`src/hw/rtl/cawalk_pkg.sv`:
```
package cawalk_pkg;

  localparam int POS_WIDTH_DEF = 32;
  localparam int LEN_WIDTH_DEF = 12;
  localparam int CFG_DW        = 32;
  localparam int CFG_AW        = 4;

  typedef enum logic [3:0] {
    OP_MATCH     = 4'd0,
    OP_MISMATCH  = 4'd1,
    OP_DELETION  = 4'd2,
    OP_INSERTION = 4'd3,
    OP_INTRON    = 4'd4,
    OP_INTRON1L  = 4'd5,
    OP_INTRON2L  = 4'd6,
    OP_MM1GAP    = 4'd7,
    OP_MM2GAPS   = 4'd8,
    OP_DEL1GAP   = 4'd9,
    OP_DEL2GAPS  = 4'd10
  } op_t;

  typedef enum logic [2:0] {
    ST_OK        = 3'd0,
    ST_BAD_LEN   = 3'd1,
    ST_DNA_MODE  = 3'd2,
    ST_CONFLICT  = 3'd3,
    ST_BAD_TYPE  = 3'd4
  } status_t;

  typedef enum logic [1:0] {
    REG_WALK_FORWARD    = 2'd0,
    REG_PROTEIN_MODE    = 2'd1,
    REG_GENOMIC_START   = 2'd2,
    REG_REFERENCE_START = 2'd3
  } reg_idx_t;

endpackage

```
`src/hw/rtl/codon_aware_alignment_walker.sv`:
```
// Codon-aware alignment walker.
// Input stream s_*: one edit operation per request. tdata carries op_length,
// tuser carries restart (bit 0) and op_type (bits 4:1), tlast marks the last
// operation of an alignment.
// Output stream m_*: one result per operation with the genomic and reference
// positions at the hook and after the operation, both split-codon base
// positions and the two intron flags in tdata, the status code in tuser and
// the end-of-alignment mark in tlast.
// A request passes through an input register, then the position update and
// checks into the result register. One request is taken per cycle while the
// receiver keeps up; the walker state is updated as each OK operation moves
// into the result register, so back-to-back operations see each other's effect.
// When the receiver stalls the result is held and the input register fills,
// after which s_tready drops; no request is lost.
// Reset (rst, synchronous) clears positions, flags and both stream stages and
// sets walk_forward to 1, protein_mode and the start registers to 0.
// APB registers at 0x0 walk_forward, 0x4 protein_mode, 0x8 genomic_start,
// 0xC reference_start; write only while the stream is idle.
module codon_aware_alignment_walker #(
  parameter int POS_WIDTH = cawalk_pkg::POS_WIDTH_DEF,
  parameter int LEN_WIDTH = cawalk_pkg::LEN_WIDTH_DEF,
  localparam int IN_DW  = ((LEN_WIDTH + 7) / 8) * 8,
  localparam int OUT_W  = 6 * POS_WIDTH + 2,
  localparam int OUT_DW = ((OUT_W + 7) / 8) * 8
) (
  input  logic                          clk,
  input  logic                          rst,
  input  logic                          s_tvalid,
  output logic                          s_tready,
  input  logic [IN_DW-1:0]              s_tdata,  // op_length
  input  logic [4:0]                    s_tuser,  // restart, op_type
  input  logic                          s_tlast,
  output logic                          m_tvalid,
  input  logic                          m_tready,
  // genomic_at_hook, reference_at_hook, genomic_after, reference_after,
  // first_left_base, second_left_base, one_left_flag, two_left_flag
  output logic [OUT_DW-1:0]             m_tdata,
  output logic [2:0]                    m_tuser,  // status
  output logic                          m_tlast,
  input  logic                          psel,
  input  logic                          penable,
  input  logic                          pwrite,
  input  logic [cawalk_pkg::CFG_AW-1:0] paddr,
  input  logic [cawalk_pkg::CFG_DW-1:0] pwdata,
  output logic [cawalk_pkg::CFG_DW-1:0] prdata,
  output logic                          pready
);

  localparam int AW = (POS_WIDTH > LEN_WIDTH + 3) ? POS_WIDTH : LEN_WIDTH + 3;

  function automatic logic [POS_WIDTH-1:0] step_pos(input logic fwd,
                                                   input logic [POS_WIDTH-1:0] p,
                                                   input logic [POS_WIDTH-1:0] n);
    return fwd ? p + n : p - n;
  endfunction

  // configuration
  logic        walk_forward;
  logic        protein_mode;
  logic [31:0] genomic_start;
  logic [31:0] reference_start;
  logic        cfg_wr;
  cawalk_pkg::reg_idx_t cfg_idx;

  assign pready  = 1'b1;
  assign cfg_wr  = psel & penable & pwrite & pready;
  assign cfg_idx = cawalk_pkg::reg_idx_t'(paddr[3:2]);

  always_ff @(posedge clk) begin
    if (rst) begin
      walk_forward    <= 1'b1;
      protein_mode    <= 1'b0;
      genomic_start   <= '0;
      reference_start <= '0;
    end else if (cfg_wr) begin
      unique case (cfg_idx)
        cawalk_pkg::REG_WALK_FORWARD:    walk_forward    <= pwdata[0];
        cawalk_pkg::REG_PROTEIN_MODE:    protein_mode    <= pwdata[0];
        cawalk_pkg::REG_GENOMIC_START:   genomic_start   <= pwdata;
        cawalk_pkg::REG_REFERENCE_START: reference_start <= pwdata;
        default: ;
      endcase
    end
  end

  always_comb begin
    unique case (cfg_idx)
      cawalk_pkg::REG_WALK_FORWARD:    prdata = {31'd0, walk_forward};
      cawalk_pkg::REG_PROTEIN_MODE:    prdata = {31'd0, protein_mode};
      cawalk_pkg::REG_GENOMIC_START:   prdata = genomic_start;
      cawalk_pkg::REG_REFERENCE_START: prdata = reference_start;
      default:                         prdata = '0;
    endcase
  end

  // input register
  logic                 s1_valid;
  logic                 s1_restart;
  logic [3:0]           s1_op;
  logic [LEN_WIDTH-1:0] s1_len;
  logic                 s1_last;
  logic                 adv;

  assign adv      = ~m_tvalid | m_tready;
  assign s_tready = ~s1_valid | adv;

  always_ff @(posedge clk) begin
    if (rst) begin
      s1_valid <= 1'b0;
    end else if (s_tready) begin
      s1_valid <= s_tvalid;
    end
  end

  always_ff @(posedge clk) begin
    if (s_tready && s_tvalid) begin
      s1_restart <= s_tuser[0];
      s1_op      <= s_tuser[4:1];
      s1_len     <= s_tdata[LEN_WIDTH-1:0];
      s1_last    <= s_tlast;
    end
  end

  // walker state
  logic [POS_WIDTH-1:0] genomic_pos;
  logic [POS_WIDTH-1:0] reference_pos;
  logic                 one_base_left;
  logic                 two_bases_left;
  logic [POS_WIDTH-1:0] first_base_pos;
  logic [POS_WIDTH-1:0] second_base_pos;

  logic [63:0]          gs_ext;
  logic [63:0]          rs_ext;
  logic [POS_WIDTH-1:0] g0;
  logic [POS_WIDTH-1:0] r0;
  logic                 f1;
  logic                 f2;
  logic                 nf1;
  logic                 nf2;
  logic                 len_one;
  logic                 set_b1;
  logic                 set_b2;
  logic                 hook_r_after;
  logic [1:0]           hk;
  logic [AW-1:0]        len_ext;
  logic [AW-1:0]        dg;
  logic [AW-1:0]        dr;
  cawalk_pkg::status_t  st;

  logic [POS_WIDTH-1:0] g_after;
  logic [POS_WIDTH-1:0] r_after;
  logic [POS_WIDTH-1:0] g_hook;
  logic [POS_WIDTH-1:0] g_plus1;

  assign gs_ext  = {32'd0, genomic_start};
  assign rs_ext  = {32'd0, reference_start};
  assign g0      = s1_restart ? gs_ext[POS_WIDTH-1:0] : genomic_pos;
  assign r0      = s1_restart ? rs_ext[POS_WIDTH-1:0] : reference_pos;
  assign f1      = ~s1_restart & one_base_left;
  assign f2      = ~s1_restart & two_bases_left;
  assign len_one = (s1_len == LEN_WIDTH'(1));
  assign len_ext = AW'(s1_len);

  always_comb begin
    st           = cawalk_pkg::ST_OK;
    nf1          = f1;
    nf2          = f2;
    set_b1       = 1'b0;
    set_b2       = 1'b0;
    hook_r_after = 1'b0;
    hk           = 2'd0;
    dg           = '0;
    dr           = '0;
    if (f1 && f2) begin
      st = cawalk_pkg::ST_CONFLICT;
    end else begin
      unique case (cawalk_pkg::op_t'(s1_op)) inside
        cawalk_pkg::OP_MATCH, cawalk_pkg::OP_MISMATCH: begin
          if (protein_mode && (f1 || f2) && !len_one) begin
            st = cawalk_pkg::ST_BAD_LEN;
          end else if (protein_mode) begin
            if (f1) begin
              nf1 = 1'b0;
              dg  = AW'(2);
              dr  = AW'(1);
            end else if (f2) begin
              nf2 = 1'b0;
              dg  = AW'(1);
            end else begin
              dg = (len_ext << 1) + len_ext;
              dr = len_ext;
            end
          end else begin
            dg = len_ext;
            dr = len_ext;
          end
        end
        cawalk_pkg::OP_DELETION: begin
          if (!len_one) st = cawalk_pkg::ST_BAD_LEN;
          else dg = protein_mode ? AW'(3) : AW'(1);
        end
        cawalk_pkg::OP_INSERTION: begin
          if (!len_one) st = cawalk_pkg::ST_BAD_LEN;
          else dr = AW'(1);
        end
        cawalk_pkg::OP_INTRON: begin
          if (f1 || f2) st = cawalk_pkg::ST_CONFLICT;
          else dg = len_ext;
        end
        cawalk_pkg::OP_INTRON1L: begin
          if (!protein_mode) begin
            st = cawalk_pkg::ST_DNA_MODE;
          end else if (f2) begin
            st = cawalk_pkg::ST_CONFLICT;
          end else begin
            if (!f1) begin
              nf1    = 1'b1;
              set_b1 = 1'b1;
              hk     = 2'd1;
            end
            dg = AW'(hk) + len_ext;
          end
        end
        cawalk_pkg::OP_INTRON2L: begin
          if (!protein_mode) begin
            st = cawalk_pkg::ST_DNA_MODE;
          end else if (f1) begin
            st = cawalk_pkg::ST_CONFLICT;
          end else begin
            hook_r_after = 1'b1;
            if (!f2) begin
              nf2    = 1'b1;
              set_b1 = 1'b1;
              set_b2 = 1'b1;
              hk     = 2'd2;
              dr     = AW'(1);
            end
            dg = AW'(hk) + len_ext;
          end
        end
        cawalk_pkg::OP_MM1GAP: begin
          if (!protein_mode) begin
            st = cawalk_pkg::ST_DNA_MODE;
          end else if (!len_one) begin
            st = cawalk_pkg::ST_BAD_LEN;
          end else if (f1) begin
            nf1 = 1'b0;
            dg  = AW'(1);
            dr  = AW'(1);
          end else if (f2) begin
            nf2 = 1'b0;
          end else begin
            dg = AW'(2);
            dr = AW'(1);
          end
        end
        cawalk_pkg::OP_MM2GAPS: begin
          if (!protein_mode) begin
            st = cawalk_pkg::ST_DNA_MODE;
          end else if (!len_one) begin
            st = cawalk_pkg::ST_BAD_LEN;
          end else if (f1) begin
            nf1 = 1'b0;
            dr  = AW'(1);
          end else begin
            dg = AW'(1);
            dr = AW'(1);
          end
        end
        cawalk_pkg::OP_DEL1GAP: begin
          if (!protein_mode) begin
            st = cawalk_pkg::ST_DNA_MODE;
          end else if (!len_one) begin
            st = cawalk_pkg::ST_BAD_LEN;
          end else if (f1) begin
            nf1 = 1'b0;
            dg  = AW'(1);
          end else begin
            dg = AW'(2);
          end
        end
        cawalk_pkg::OP_DEL2GAPS: begin
          if (!protein_mode) begin
            st = cawalk_pkg::ST_DNA_MODE;
          end else if (!len_one) begin
            st = cawalk_pkg::ST_BAD_LEN;
          end else if (!f1) begin
            dg = AW'(1);
          end
        end
        default: st = cawalk_pkg::ST_BAD_TYPE;
      endcase
    end
  end

  assign g_after = step_pos(walk_forward, g0, dg[POS_WIDTH-1:0]);
  assign r_after = step_pos(walk_forward, r0, dr[POS_WIDTH-1:0]);
  assign g_hook  = step_pos(walk_forward, g0, POS_WIDTH'(hk));
  assign g_plus1 = step_pos(walk_forward, g0, POS_WIDTH'(1));

  logic                 ok;
  logic [POS_WIDTH-1:0] b1_next;
  logic [POS_WIDTH-1:0] b2_next;

  assign ok      = (st == cawalk_pkg::ST_OK);
  assign b1_next = set_b1 ? g0 : first_base_pos;
  assign b2_next = set_b2 ? g_plus1 : second_base_pos;

  always_ff @(posedge clk) begin
    if (rst) begin
      genomic_pos     <= '0;
      reference_pos   <= '0;
      one_base_left   <= 1'b0;
      two_bases_left  <= 1'b0;
      first_base_pos  <= '0;
      second_base_pos <= '0;
    end else if (adv && s1_valid && ok) begin
      genomic_pos     <= g_after;
      reference_pos   <= r_after;
      one_base_left   <= nf1;
      two_bases_left  <= nf2;
      first_base_pos  <= b1_next;
      second_base_pos <= b2_next;
    end
  end

  // result register
  logic [POS_WIDTH-1:0] o_g_hook;
  logic [POS_WIDTH-1:0] o_r_hook;
  logic [POS_WIDTH-1:0] o_g_after;
  logic [POS_WIDTH-1:0] o_r_after;
  logic [POS_WIDTH-1:0] o_b1;
  logic [POS_WIDTH-1:0] o_b2;
  logic                 o_f1;
  logic                 o_f2;
  cawalk_pkg::status_t  o_status;
  logic                 o_last;

  always_ff @(posedge clk) begin
    if (rst) begin
      m_tvalid <= 1'b0;
    end else if (adv) begin
      m_tvalid <= s1_valid;
    end
  end

  always_ff @(posedge clk) begin
    if (adv && s1_valid) begin
      o_status <= st;
      o_last   <= s1_last;
      if (ok) begin
        o_g_hook  <= g_hook;
        o_r_hook  <= hook_r_after ? r_after : r0;
        o_g_after <= g_after;
        o_r_after <= r_after;
        o_b1      <= b1_next;
        o_b2      <= b2_next;
        o_f1      <= nf1;
        o_f2      <= nf2;
      end else begin
        o_g_hook  <= genomic_pos;
        o_r_hook  <= reference_pos;
        o_g_after <= genomic_pos;
        o_r_after <= reference_pos;
        o_b1      <= first_base_pos;
        o_b2      <= second_base_pos;
        o_f1      <= one_base_left;
        o_f2      <= two_bases_left;
      end
    end
  end

  assign m_tdata = OUT_DW'({o_f2, o_f1, o_b2, o_b1, o_r_after, o_g_after, o_r_hook, o_g_hook});
  assign m_tuser = o_status;
  assign m_tlast = o_last;

endmodule
```
`config.mk`:
```
export PLATFORM = sky130hd
export DESIGN_NAME = codon_aware_alignment_walker
export DESIGN_NICKNAME = d
export VERILOG_FILES = /design/src/hw/rtl/cawalk_pkg.sv /design/src/hw/rtl/codon_aware_alignment_walker.sv
export SDC_FILE = /design/constraint.sdc
export NUM_CORES = 1
export LEC_CHECK = 0
export ABC_AREA = 1
export CAP_MARGIN = 40
export CORE_MARGIN = 3
export CORE_UTILIZATION = 35
export CTS_BUF_LIST = sky130_fd_sc_hd__clkbuf_4 sky130_fd_sc_hd__clkbuf_8
export DETAILED_ROUTE_END_ITERATION = 8
export DONT_BUFFER_PORTS = 1
export PLACE_DENSITY = 0.47
export REMOVE_ABC_BUFFERS = 1
export SYNTH_ARGS = -nofsm -noshare
export SYNTH_HDL_FRONTEND = slang
export SYNTH_SLANG_ARGS = --single-unit
```
`constraint.sdc`:
```
create_clock -name clk -period 14.1 [get_ports clk]
set_input_delay 0 -clock clk [delete_from_list [all_inputs] [get_ports clk]]
set_output_delay 0 -clock clk [all_outputs]
set_load 0.02 [all_outputs]
```
# Yosys cells after proc, flatten, opt, wreduce, memory -nomap -nowiden
# Cells that the tools add are included.
# W data, S select, Z words.
# totals
ff_bits,414
inputBits,65
output_inout_bits,239
# classes
addsub,11
n_eq_ne,14
n_mux,111
bitwise_logic,9
n_reduce_logical,20
# op_table
cell,n
$mux W32,25
$pmux W32 S8,1
$pmux W32 S5,1
$pmux W32 S4,1
$add A32 B32 Y32,2
$sub A32 B32 Y32,2
$mux W2,28
$mux W13,4
$mux W1,39
$mux W12,3
$add A32 B1 Y32 const B,1
$add A32 B2 Y32,1
$sub A32 B1 Y32 const B,1
$sub A32 B2 Y32,1
$mux W14,2
$add A2 B12 Y13,2
$pmux W3 S6,1
$eq A4 B3 Y1 const B,4
$add A13 B12 Y14,1
$eq A12 B1 Y1 const B,1
$eq A4 B4 Y1 const B,3
$eq A4 B2 Y1 const B,2
$reduce_and A2 Y1,4
$logic_and A1 B1 Y1,6
18 further kinds,29

# Logic depth before layout (Yosys ltp)
# Gate-level depths: netlist of run 1.
# logic_depth
ltp_word,15
mapped_depth,37
ltp_nobuf,36

# Worst setup path after synthesis of run 1
# Ideal clock, no wire load.
# synth_timing
path_kind,register -> register
start,register m_tvalid
end,register first_base_pos[15]
t_arrival_ns,10.346
path_slack_ns,3.608
stages_incl_launch_ff,9
n_path_buf,2
synth_period_minus_slack_ns,10.492
path_cell_list,dfxtp_1 -> nand2_1 -> inv_1 -> nor2_1 -> nand2_2 -> buf_6 -> buf_2 -> nor2_1 -> a211oi_2
# synth_via
elab_chain_len,4
# synth_lines
element,line,rtl
"start, declared",codon_aware_alignment_walker.sv:33,"output logic m_tvalid,"
"start signal, assigned",codon_aware_alignment_walker.sv:343,m_tvalid <= s1_valid;
$not A1 Y1,codon_aware_alignment_walker.sv:104,assign adv = ~m_tvalid | m_tready;
$or A1 B1 Y1,codon_aware_alignment_walker.sv:104,
$logic_and A1 B1 Y1 (2 in a row),codon_aware_alignment_walker.sv:317,end else if (adv && s1_valid && ok) begin
"end signal, assigned",codon_aware_alignment_walker.sv:322,first_base_pos <= b1_next;
"end, declared",codon_aware_alignment_walker.sv:129,logic [POS_WIDTH-1:0] first_base_pos;
# Every way passes these cells.
# A chain may end at the register's enable or synchronous reset.

# Worst setup path in the final report of run 1
# layout_timing
start,register s1_restart
end,register o_g_after[31] (data pin)
# layout_via
elab_chain_len,15
word_cells_on_any_way,54
classes_between,add/sub (4); mux (42); bitwise (3); reduce/logical (5)
# layout_lines
element,line,rtl
"start, declared",codon_aware_alignment_walker.sv:98,logic s1_restart;
"start signal, assigned",codon_aware_alignment_walker.sv:117,s1_restart <= s_tuser[0];
$not A1 Y1,"codon_aware_alignment_walker.sv:159, codon_aware_alignment_walker.sv:160",
"$and A1 B1 Y1, on equally long branches","codon_aware_alignment_walker.sv:159, codon_aware_alignment_walker.sv:160",
$mux W1 or $mux W2 (tied branches),-,
"$mux W2, on equally long branches","codon_aware_alignment_walker.sv:213, codon_aware_alignment_walker.sv:227",
"$mux W2, on equally long branches","codon_aware_alignment_walker.sv:211, codon_aware_alignment_walker.sv:225",
$mux W2,codon_aware_alignment_walker.sv:177,unique case (cawalk_pkg::op_t'(s1_op)) inside
$mux W2,codon_aware_alignment_walker.sv:174,if (f1 && f2) begin
"$add A2 B12 Y13, on equally long branches","codon_aware_alignment_walker.sv:221, codon_aware_alignment_walker.sv:238",
"$mux W13, on equally long branches","codon_aware_alignment_walker.sv:213, codon_aware_alignment_walker.sv:227",
"$mux W13, on equally long branches","codon_aware_alignment_walker.sv:211, codon_aware_alignment_walker.sv:225",
$pmux W32 S8,codon_aware_alignment_walker.sv:177,
$mux W32,codon_aware_alignment_walker.sv:174,
$sub A32 B32 Y32 or $add A32 B32 Y32 (tied branches),codon_aware_alignment_walker.sv:54,return fwd ? p + n : p - n;
$mux W32,codon_aware_alignment_walker.sv:54,
$mux W32 *,codon_aware_alignment_walker.sv:351,if (ok) begin
"end signal, assigned",codon_aware_alignment_walker.sv:354,o_g_after <= g_after;
"end signal, assigned",codon_aware_alignment_walker.sv:363,o_g_after <= genomic_pos;
"end, declared",codon_aware_alignment_walker.sv:330,logic [POS_WIDTH-1:0] o_g_after;
# Every way passes the cells marked *; elsewhere a longest branch is shown, timed or not. The select of a mux whose other input is x is not followed.

==> impl_metrics.env, run 1 <==
export IMPL_filler_cell_count=7711
export IMPL_drt_iter0_markers=1730
export IMPL_timing_final_setup_violations=0
export IMPL_postSynth_topFlopCell="sky130_fd_sc_hd__edfxtp_1"
export IMPL_timing_critical_path_from_type="flip-flop"
export IMPL_dieWidth_um=280
export IMPL_holdPathStages=3
export IMPL_hold_slack_ps=67.5
export IMPL_worst_setup_path_end_kind="flip-flop"
export IMPL_tritoncts_num_buffers=76
export IMPL_post_synth_main_area_contributors="sky130_fd_sc_hd__edfxtp_1 (25%), sky130_fd_sc_hd__dfxtp_1 (15%), sky130_fd_sc_hd__nand2_1 (11%), sky130_fd_sc_hd__o21ai_0 (7.8%), sky130_fd_sc_hd__ha_1 (7.2%)"
export IMPL_std_cell_rows=99
export IMPL_yosys_warnings=0
export IMPL_fin_worst_skew_ps=41.2
export IMPL_p_switching_uw=887
export IMPL_gp_congestion=0.895
export IMPL_global_route_wire_length_before_repair_um=143000
export IMPL_drt_pre_antenna_iters=6
export IMPL_netlist_area_um2=26200
export IMPL_report_final_hold_viol_count=0
export IMPL_min_path_type="in -> reg"
export IMPL_ctsHtreeMaxLevel=3
export IMPL_worstSkewPairLatency_ps=670
export IMPL_clkSinkCount=414
export IMPL_synth_top_area_frac=0.247
export IMPL_final_antenna_net_count=0
export IMPL_yosysSeqAreaShare=0.399
export IMPL_route_detailed_wl_per_inst_um=20.8
export IMPL_final_critical_path_required_period_ps=6540
export IMPL_overflow=0
export IMPL_synth_ff_latch_count=414
export IMPL_timing_max_cap_violations=0
export IMPL_reg2reg_setup_slack_ps=7560
export IMPL_status="finished clean"
export IMPL_cts_path_max_buffers=3
export IMPL_vdd_ir_drop_max_mv=0.0684
export IMPL_min_to="genomic_start[8]"
export IMPL_synth_edf_count=216
export IMPL_rsz0062_at_grt="false"
export IMPL_pin_count=304
export IMPL_max_slew_margin=0.278
export IMPL_int_power_uw=2130
export IMPL_num_vias=23900
export IMPL_drv_slew=0
export IMPL_pwr_share_seq=0.468
export IMPL_worst_path_max_delay_cell="sky130_fd_sc_hd__ha_1"
export IMPL_globalRouteTotalUtil=0.237
export IMPL_cts_root_buf="sky130_fd_sc_hd__clkbuf_8"
export IMPL_cell_types_with_the_highest_counts_after_synthesis="sky130_fd_sc_hd__nand2_1 (777), sky130_fd_sc_hd__o21ai_0 (409), sky130_fd_sc_hd__inv_1 (341)"
export IMPL_tightestPinTransition_ps=1080
export IMPL_hold_path_startpoint="pwdata[8]"
export IMPL_path_clk_slew_ps=60
export IMPL_wirelength_um=94700
export IMPL_fp_dieArea_um2=78200
export IMPL_pwr_share_comb=0.133
export IMPL_dp_hpwl_um=70000
export IMPL_leakagePower_uw=0.0127
export IMPL_clock_tree_from_tritoncts="yes"
export IMPL_syn2layout_area_growth_pct=13.2
export IMPL_synth_most_common_cell="sky130_fd_sc_hd__nand2_1"
export IMPL_worstSetupPathType="reg -> reg"
export IMPL_synthDistinctLibCells=61
export IMPL_clkPwrFrac=0.399
export IMPL_regToRegEndpoint="o_g_after[31]"
export IMPL_synth_area_leader_cell="sky130_fd_sc_hd__edfxtp_1"
export IMPL_top_fanout_value_on_the_critical_path=63
export IMPL_critPathRequiredTime_ps=14490
export IMPL_floorplan_initialDensity=0.356
export IMPL_switching_share=0.294
export IMPL_antenna_found_initial=6
export IMPL_placedCellCount=4315
export IMPL_via_count_of_the_first_global_routing_pass=23700
export IMPL_io_buffer_count=0
export IMPL_vias_per_cell=5.27
export IMPL_grt_max_degree=133
export IMPL_power_per_cell_area_nw_per_um2=101
export IMPL_netlist_instances=3440
export IMPL_timing_critical_path_slowest_cell_delay_ps=510
export IMPL_final_util=0.404
export IMPL_min_period_over_period=0.464
export IMPL_crit_arrival_ps=6930
export IMPL_fmaxAchievable_mhz=153
export IMPL_synth_area_per_cell_um2=7.62
export IMPL_cp_common_cell="sky130_fd_sc_hd__nand3_1"
export IMPL_postCtsResizedCells=0
export IMPL_die_height_um=280
export IMPL_final_net_count=3740
export IMPL_final_layout_size_suffix_gt1_frac=0.0788
export IMPL_async_reset_ff_frac=0
export IMPL_final_cells=4543
export IMPL_floorplan_core_area_um2=73600
export IMPL_rr_worst_depth=34
export IMPL_post_route_drc_count=0
export IMPL_r2r_start="s1_restart"
## repair_timing
item	in CTS	in global routing
setup buffers	0	0
hold buffers	85	0
hold endpoints to repair	163	0
## worst max path at each step
stage	start	end	cells past startpoint
final	s1_restart	o_g_after[31]	34
after global routing	s1_restart	o_g_after[29]	32
after CTS	s1_restart	o_g_after[31]	34
after detailed placement	s1_restart	o_g_after[31]	34
after global placement	s1_restart	o_g_after[31]	34
after floorplan	m_tvalid	reference_pos[31]	8
## stage by stage
stage	power [uW]	setup slack (ps)	instance area (um2)	setup TNS (ps)
finish	3010	7560	29700	0
global route	3160	7050	29700	0
CTS	3060	7580	29700	0
detailed placement	1810	7620	27200	0
global placement	1800	7620	27000	0
floorplan	1680	-1600	25500	-123250
## cells by family (layout without fill, tap and decap cells)
| family | Yosys count | count (layout) | share of synthesized area |
|---|---|---|---|
| AND/OR/NAND/NOR | 1323 | 1323 | 0.208 |
| AO/OA/AOI/OAI | 921 | 921 | 0.197 |
| buffers and inverters | 502 | 637 | 0.0793 |
| flip-flops | 414 | 414 | 0.399 |
| adder cells (fa/ha/maj) | 155 | 155 | 0.0754 |
| XOR/XNOR | 123 | 123 | 0.0414 |
| other | 2 | 11 | 0.000286 |
## sequential cells by signal, summed over array words and instances (netlist names), 3 cells and up
name,flops
first_base_pos,32
genomic_pos,32
genomic_start,32
o_b1,32
o_b2,32
o_g_after,32
o_g_hook,32
o_r_after,32
o_r_hook,32
reference_pos,32
reference_start,32
second_base_pos,32
s1_len,12
s1_op,4
m_tuser,3
## per-layer routing
metal	up-vias	wire, um	global-route usage
li1	11800	-	-
met1	11300	41800	0.303
met2	691	45600	0.410
met3	117	5180	0.0439
met4	4	2110	0.0622
met5	-	23	0
## layout make-up
type / instances / area, um2 / area share
Multi-Input combinational cell: 2529 / 13700 / 0.462
Sequential cell: 414 / 10500 / 0.352
Timing Repair Buffer: 139 / 1360 / 0.0458
Inverter: 360 / 1360 / 0.0458
Clock buffer: 107 / 1320 / 0.0443
Tap cell: 959 / 1200 / 0.0404
Clock inverter: 31 / 267 / 0.00897
Antenna cell: 4 / 10.0 / 0.000337
## critical path: cells and delay by family, from the launching register on
| kind | cells | cell delay, ps |
|---|---|---|
| AOI/OAI and AO/OA | 5 | 1090 |
| DFF | 1 | 360 |
| buffers and inverters | 6 | 1020 |
| and+or+nand+nor | 19 | 2430 |
| adders and majority gates | 4 | 1310 |
## power groups by stage
| stage | registers, uW | logic [uW] | clock network (uW) |
|---|---|---|---|
| 6_report | 1410 | 400 | 1200 |
| 5_1_grt | 1420 | 447 | 1300 |
| 4_1_cts | 1410 | 402 | 1250 |
| 3_5_place_dp | 1440 | 374 | 0 |
| 3_3_place_gp | 1440 | 360 | 0 |
| 2_1_floorplan | 1430 | 243 | 0 |
## layout by cell type, fill, tap and decap left out, types with 6 or more instances in the layout
cell type and count:
sky130_fd_sc_hd__o21a_1 12, sky130_fd_sc_hd__a221oi_1 6, sky130_fd_sc_hd__o22ai_1 21, sky130_fd_sc_hd__buf_2 18, sky130_fd_sc_hd__o21ai_0 409, sky130_fd_sc_hd__a211oi_2 24, sky130_fd_sc_hd__nand2_2 9, sky130_fd_sc_hd__nand2_4 8
sky130_fd_sc_hd__o21bai_1 20, sky130_fd_sc_hd__clkbuf_4 25, sky130_fd_sc_hd__clkinv_1 8, sky130_fd_sc_hd__o21ai_1 59, sky130_fd_sc_hd__clkinvlp_4 7, sky130_fd_sc_hd__nor3_1 33, sky130_fd_sc_hd__dlygate4sd3_1 84, sky130_fd_sc_hd__clkbuf_8 82
sky130_fd_sc_hd__edfxtp_1 216, sky130_fd_sc_hd__nand2_1 776, sky130_fd_sc_hd__conb_1 7, sky130_fd_sc_hd__xor2_1 90, sky130_fd_sc_hd__nand3_1 117, sky130_fd_sc_hd__nor2_4 8, sky130_fd_sc_hd__a21o_1 12, sky130_fd_sc_hd__a21oi_1 278
sky130_fd_sc_hd__inv_2 15, sky130_fd_sc_hd__buf_4 27, sky130_fd_sc_hd__dfxtp_1 198, sky130_fd_sc_hd__nor2_1 309, sky130_fd_sc_hd__a22o_1 13, sky130_fd_sc_hd__xnor2_1 32, sky130_fd_sc_hd__inv_1 340, sky130_fd_sc_hd__o211ai_1 13
sky130_fd_sc_hd__nand4_1 23, sky130_fd_sc_hd__ha_1 150, sky130_fd_sc_hd__a31oi_1 28, sky130_fd_sc_hd__or2_2 10, sky130_fd_sc_hd__clkinv_2 12
No activity file was read; power rests on OpenSTA's default activity.
==> inputs of run 2 (changes only) <==
==> constraint.sdc (replaced) <==
create_clock -name clk -period 6.7 [get_ports clk]
set_input_delay 0 -clock clk [delete_from_list [all_inputs] [get_ports clk]]
set_output_delay 0 -clock clk [all_outputs]
set_load 0.02 [all_outputs]
==> impl_metrics.env, run 2 (synthesis gave the netlist of run 1 again) <==
export IMPL_status="finished clean"
export IMPL_floorplan_core_area_um2=73600
export IMPL_post_route_drc_count=0
export IMPL_critPathRequiredTime_ps=7080
export IMPL_final_net_count=3758
export IMPL_worstSkewPairLatency_ps=690
export IMPL_fin_worst_skew_ps=42.6
export IMPL_final_cells=4564
export IMPL_placedCellCount=4331
export IMPL_worst_path_max_delay_cell="sky130_fd_sc_hd__edfxtp_1"
export IMPL_grt_max_degree=78
export IMPL_global_route_wire_length_before_repair_um=144000
export IMPL_via_count_of_the_first_global_routing_pass=24000
export IMPL_route_detailed_wl_per_inst_um=21.1
export IMPL_die_height_um=280
export IMPL_worst_path_buf_inv=4
export IMPL_cts_path_max_buffers=3
export IMPL_dieWidth_um=280
export IMPL_timing_final_setup_violations=0
export IMPL_num_vias=23900
export IMPL_max_slew_margin=0.402
export IMPL_tritoncts_num_buffers=76
export IMPL_clkSinkCount=414
export IMPL_final_common_cell="sky130_fd_sc_hd__nand2_1"
export IMPL_top_fanout_value_on_the_critical_path=7
export IMPL_wirelength_um=96100
export IMPL_antenna_found_initial=3
export IMPL_leakagePower_uw=0.0128
export IMPL_path_clk_slew_ps=70
export IMPL_r2r_start="s1_len[8]"
export IMPL_std_cell_rows=99
export IMPL_drv_slew=0
export IMPL_layout_common_cells="sky130_fd_sc_hd__nand2_1 (776), sky130_fd_sc_hd__o21ai_0 (409), sky130_fd_sc_hd__inv_1 (340)"
export IMPL_path_delay_family="simple AND/OR/NAND/NOR gates"
export IMPL_ff_latch_area_um2=10500
export IMPL_pin_count=304
export IMPL_regToRegEndpoint="o_g_after[29]"
export IMPL_overflow=0
export IMPL_power_per_cell_area_nw_per_um2=216
export IMPL_filler_cell_count=7632
export IMPL_cts_root_buf="sky130_fd_sc_hd__clkbuf_8"
export IMPL_totalNegativeSetupSlack_ps=0
export IMPL_timing_max_cap_violations=0
export IMPL_vdd_ir_drop_max_mv=0.160
export IMPL_rsz0062_at_grt="false"
export IMPL_final_antenna_net_count=0
export IMPL_io_buffer_count=0
export IMPL_crit_path_end="o_g_after[29]"
export IMPL_timing_critical_path_from="s1_len[8]"
export IMPL_worstSetupPathDepth=31
export IMPL_final_util=0.406
export IMPL_ctsHtreeMaxLevel=3
export IMPL_clock_tree_from_tritoncts="yes"
export IMPL_reg2reg_setup_slack_ps=870
export IMPL_timing_critical_path_from_type="flip-flop"
export IMPL_fmaxAchievable_mhz=171
export IMPL_final_layout_size_suffix_gt1_frac=0.0830
export IMPL_floorplan_initialDensity=0.356
export IMPL_min_path_type="in -> reg"
export IMPL_final_critical_path_required_period_ps=5830
export IMPL_multi_input_area_um2=13700
export IMPL_vias_per_cell=5.25
export IMPL_rr_worst_depth=31
export IMPL_fp_dieArea_um2=78200
export IMPL_drt_iter0_markers=1484
export IMPL_gp_congestion=0.914
export IMPL_dp_hpwl_um=72100
export IMPL_syn2layout_area_growth_pct=13.9
export IMPL_report_final_hold_viol_count=0
export IMPL_crit_arrival_ps=6210
export IMPL_worst_setup_path_end_kind="flip-flop"
export IMPL_min_period_over_period=0.871
export IMPL_globalRouteTotalUtil=0.240
export IMPL_tightestPinTransition_ps=897
export IMPL_finalInstanceArea_um2=29900
export IMPL_worstSetupPathType="reg -> reg"
export IMPL_detailed_place_area_um2=27300
export IMPL_timing_critical_path_slowest_cell_delay_ps=570
export IMPL_drt_pre_antenna_iters=5
## run 2: cell types whose count changed in the layout (fill, tap and decap cells not counted), moves of 2 or more
cell	before	now
sky130_fd_sc_hd__buf_2	18	21
sky130_fd_sc_hd__inv_6	2	5
sky130_fd_sc_hd__clkinvlp_4	7	3
sky130_fd_sc_hd__dlygate4sd3_1	84	86
sky130_fd_sc_hd__clkbuf_8	82	84
sky130_fd_sc_hd__buf_4	27	42
sky130_fd_sc_hd__clkinv_1	8	10
## run 2: worst reg2reg max path: cells and delay by family, from the launching register on
| family | cells | cell delay [ps] |
|---|---|---|
| xor+xnor | 1 | 160 |
| buf+inv | 4 | 500 |
| compound gates | 8 | 1660 |
| flops | 1 | 570 |
| simple gates | 15 | 1800 |
| fa+ha+maj | 3 | 860 |
## run 2: how the worst min path moves through the flow
stage	from	to	slack (ps)	cells past startpoint
6_report	pwdata[18]	reference_start[18]	60	3
5_1_grt	pwdata[18]	reference_start[18]	40	3
4_1_cts	pwdata[18]	reference_start[18]	0.5	3
3_5_place_dp	s_tuser[1]	s1_op[0]	100	0
3_3_place_gp	s_tdata[11]	s1_len[11]	100	0
2_1_floorplan	rst	genomic_pos[0]	70	1
## run 2: layer usage
metal  wire length, um  share of wire  vias up  track usage
met5                13        0.00014        -            0
met4              3170          0.033        2       0.0847
met3              4860          0.051      167       0.0440
met2             44900           0.47      677        0.404
met1             43200           0.45    11300        0.310
li1                  -              -    11800            -
## run 2: final cells by class
| type | count | share of cell area |
|---|---|---|
| flip-flops and latches | 414 | 0.350 |
| inverters | 360 | 0.0455 |
| well taps | 959 | 0.0402 |
| multi-input cells | 2529 | 0.460 |
| clock inverters | 32 | 0.00997 |
| diodes | 4 | 0.000335 |
| repair buffers | 157 | 0.0493 |
| clock buffers | 109 | 0.0450 |
## run 2: power by group
| group | internal [uW] | switching (uW) | total [uW] |
|---|---|---|---|
| clock network | 1470 | 1160 | 2630 |
| registers | 2820 | 150 | 2970 |
| logic | 254 | 588 | 842 |
## run 2: what timing repair did
action | in CTS | in global routing
resized for setup | 0 | 0
endpoints found under the hold margin | 172 | 0
setup buffers | 0 | 0
hold buffers | 87 | 0
## run 2: stage by stage
stage | worst slack (ps) | power, uW | hold WS [ps]
final | 865 | 6440 | 63.5
after global routing | 303 | 6730 | 38.3
after CTS | 810 | 6530 | 0.518
after detailed placement | 862 | 3810 | 98.9
after global placement | 916 | 3790 | 98.9
after floorplan | -9000 | 3530 | 69.1
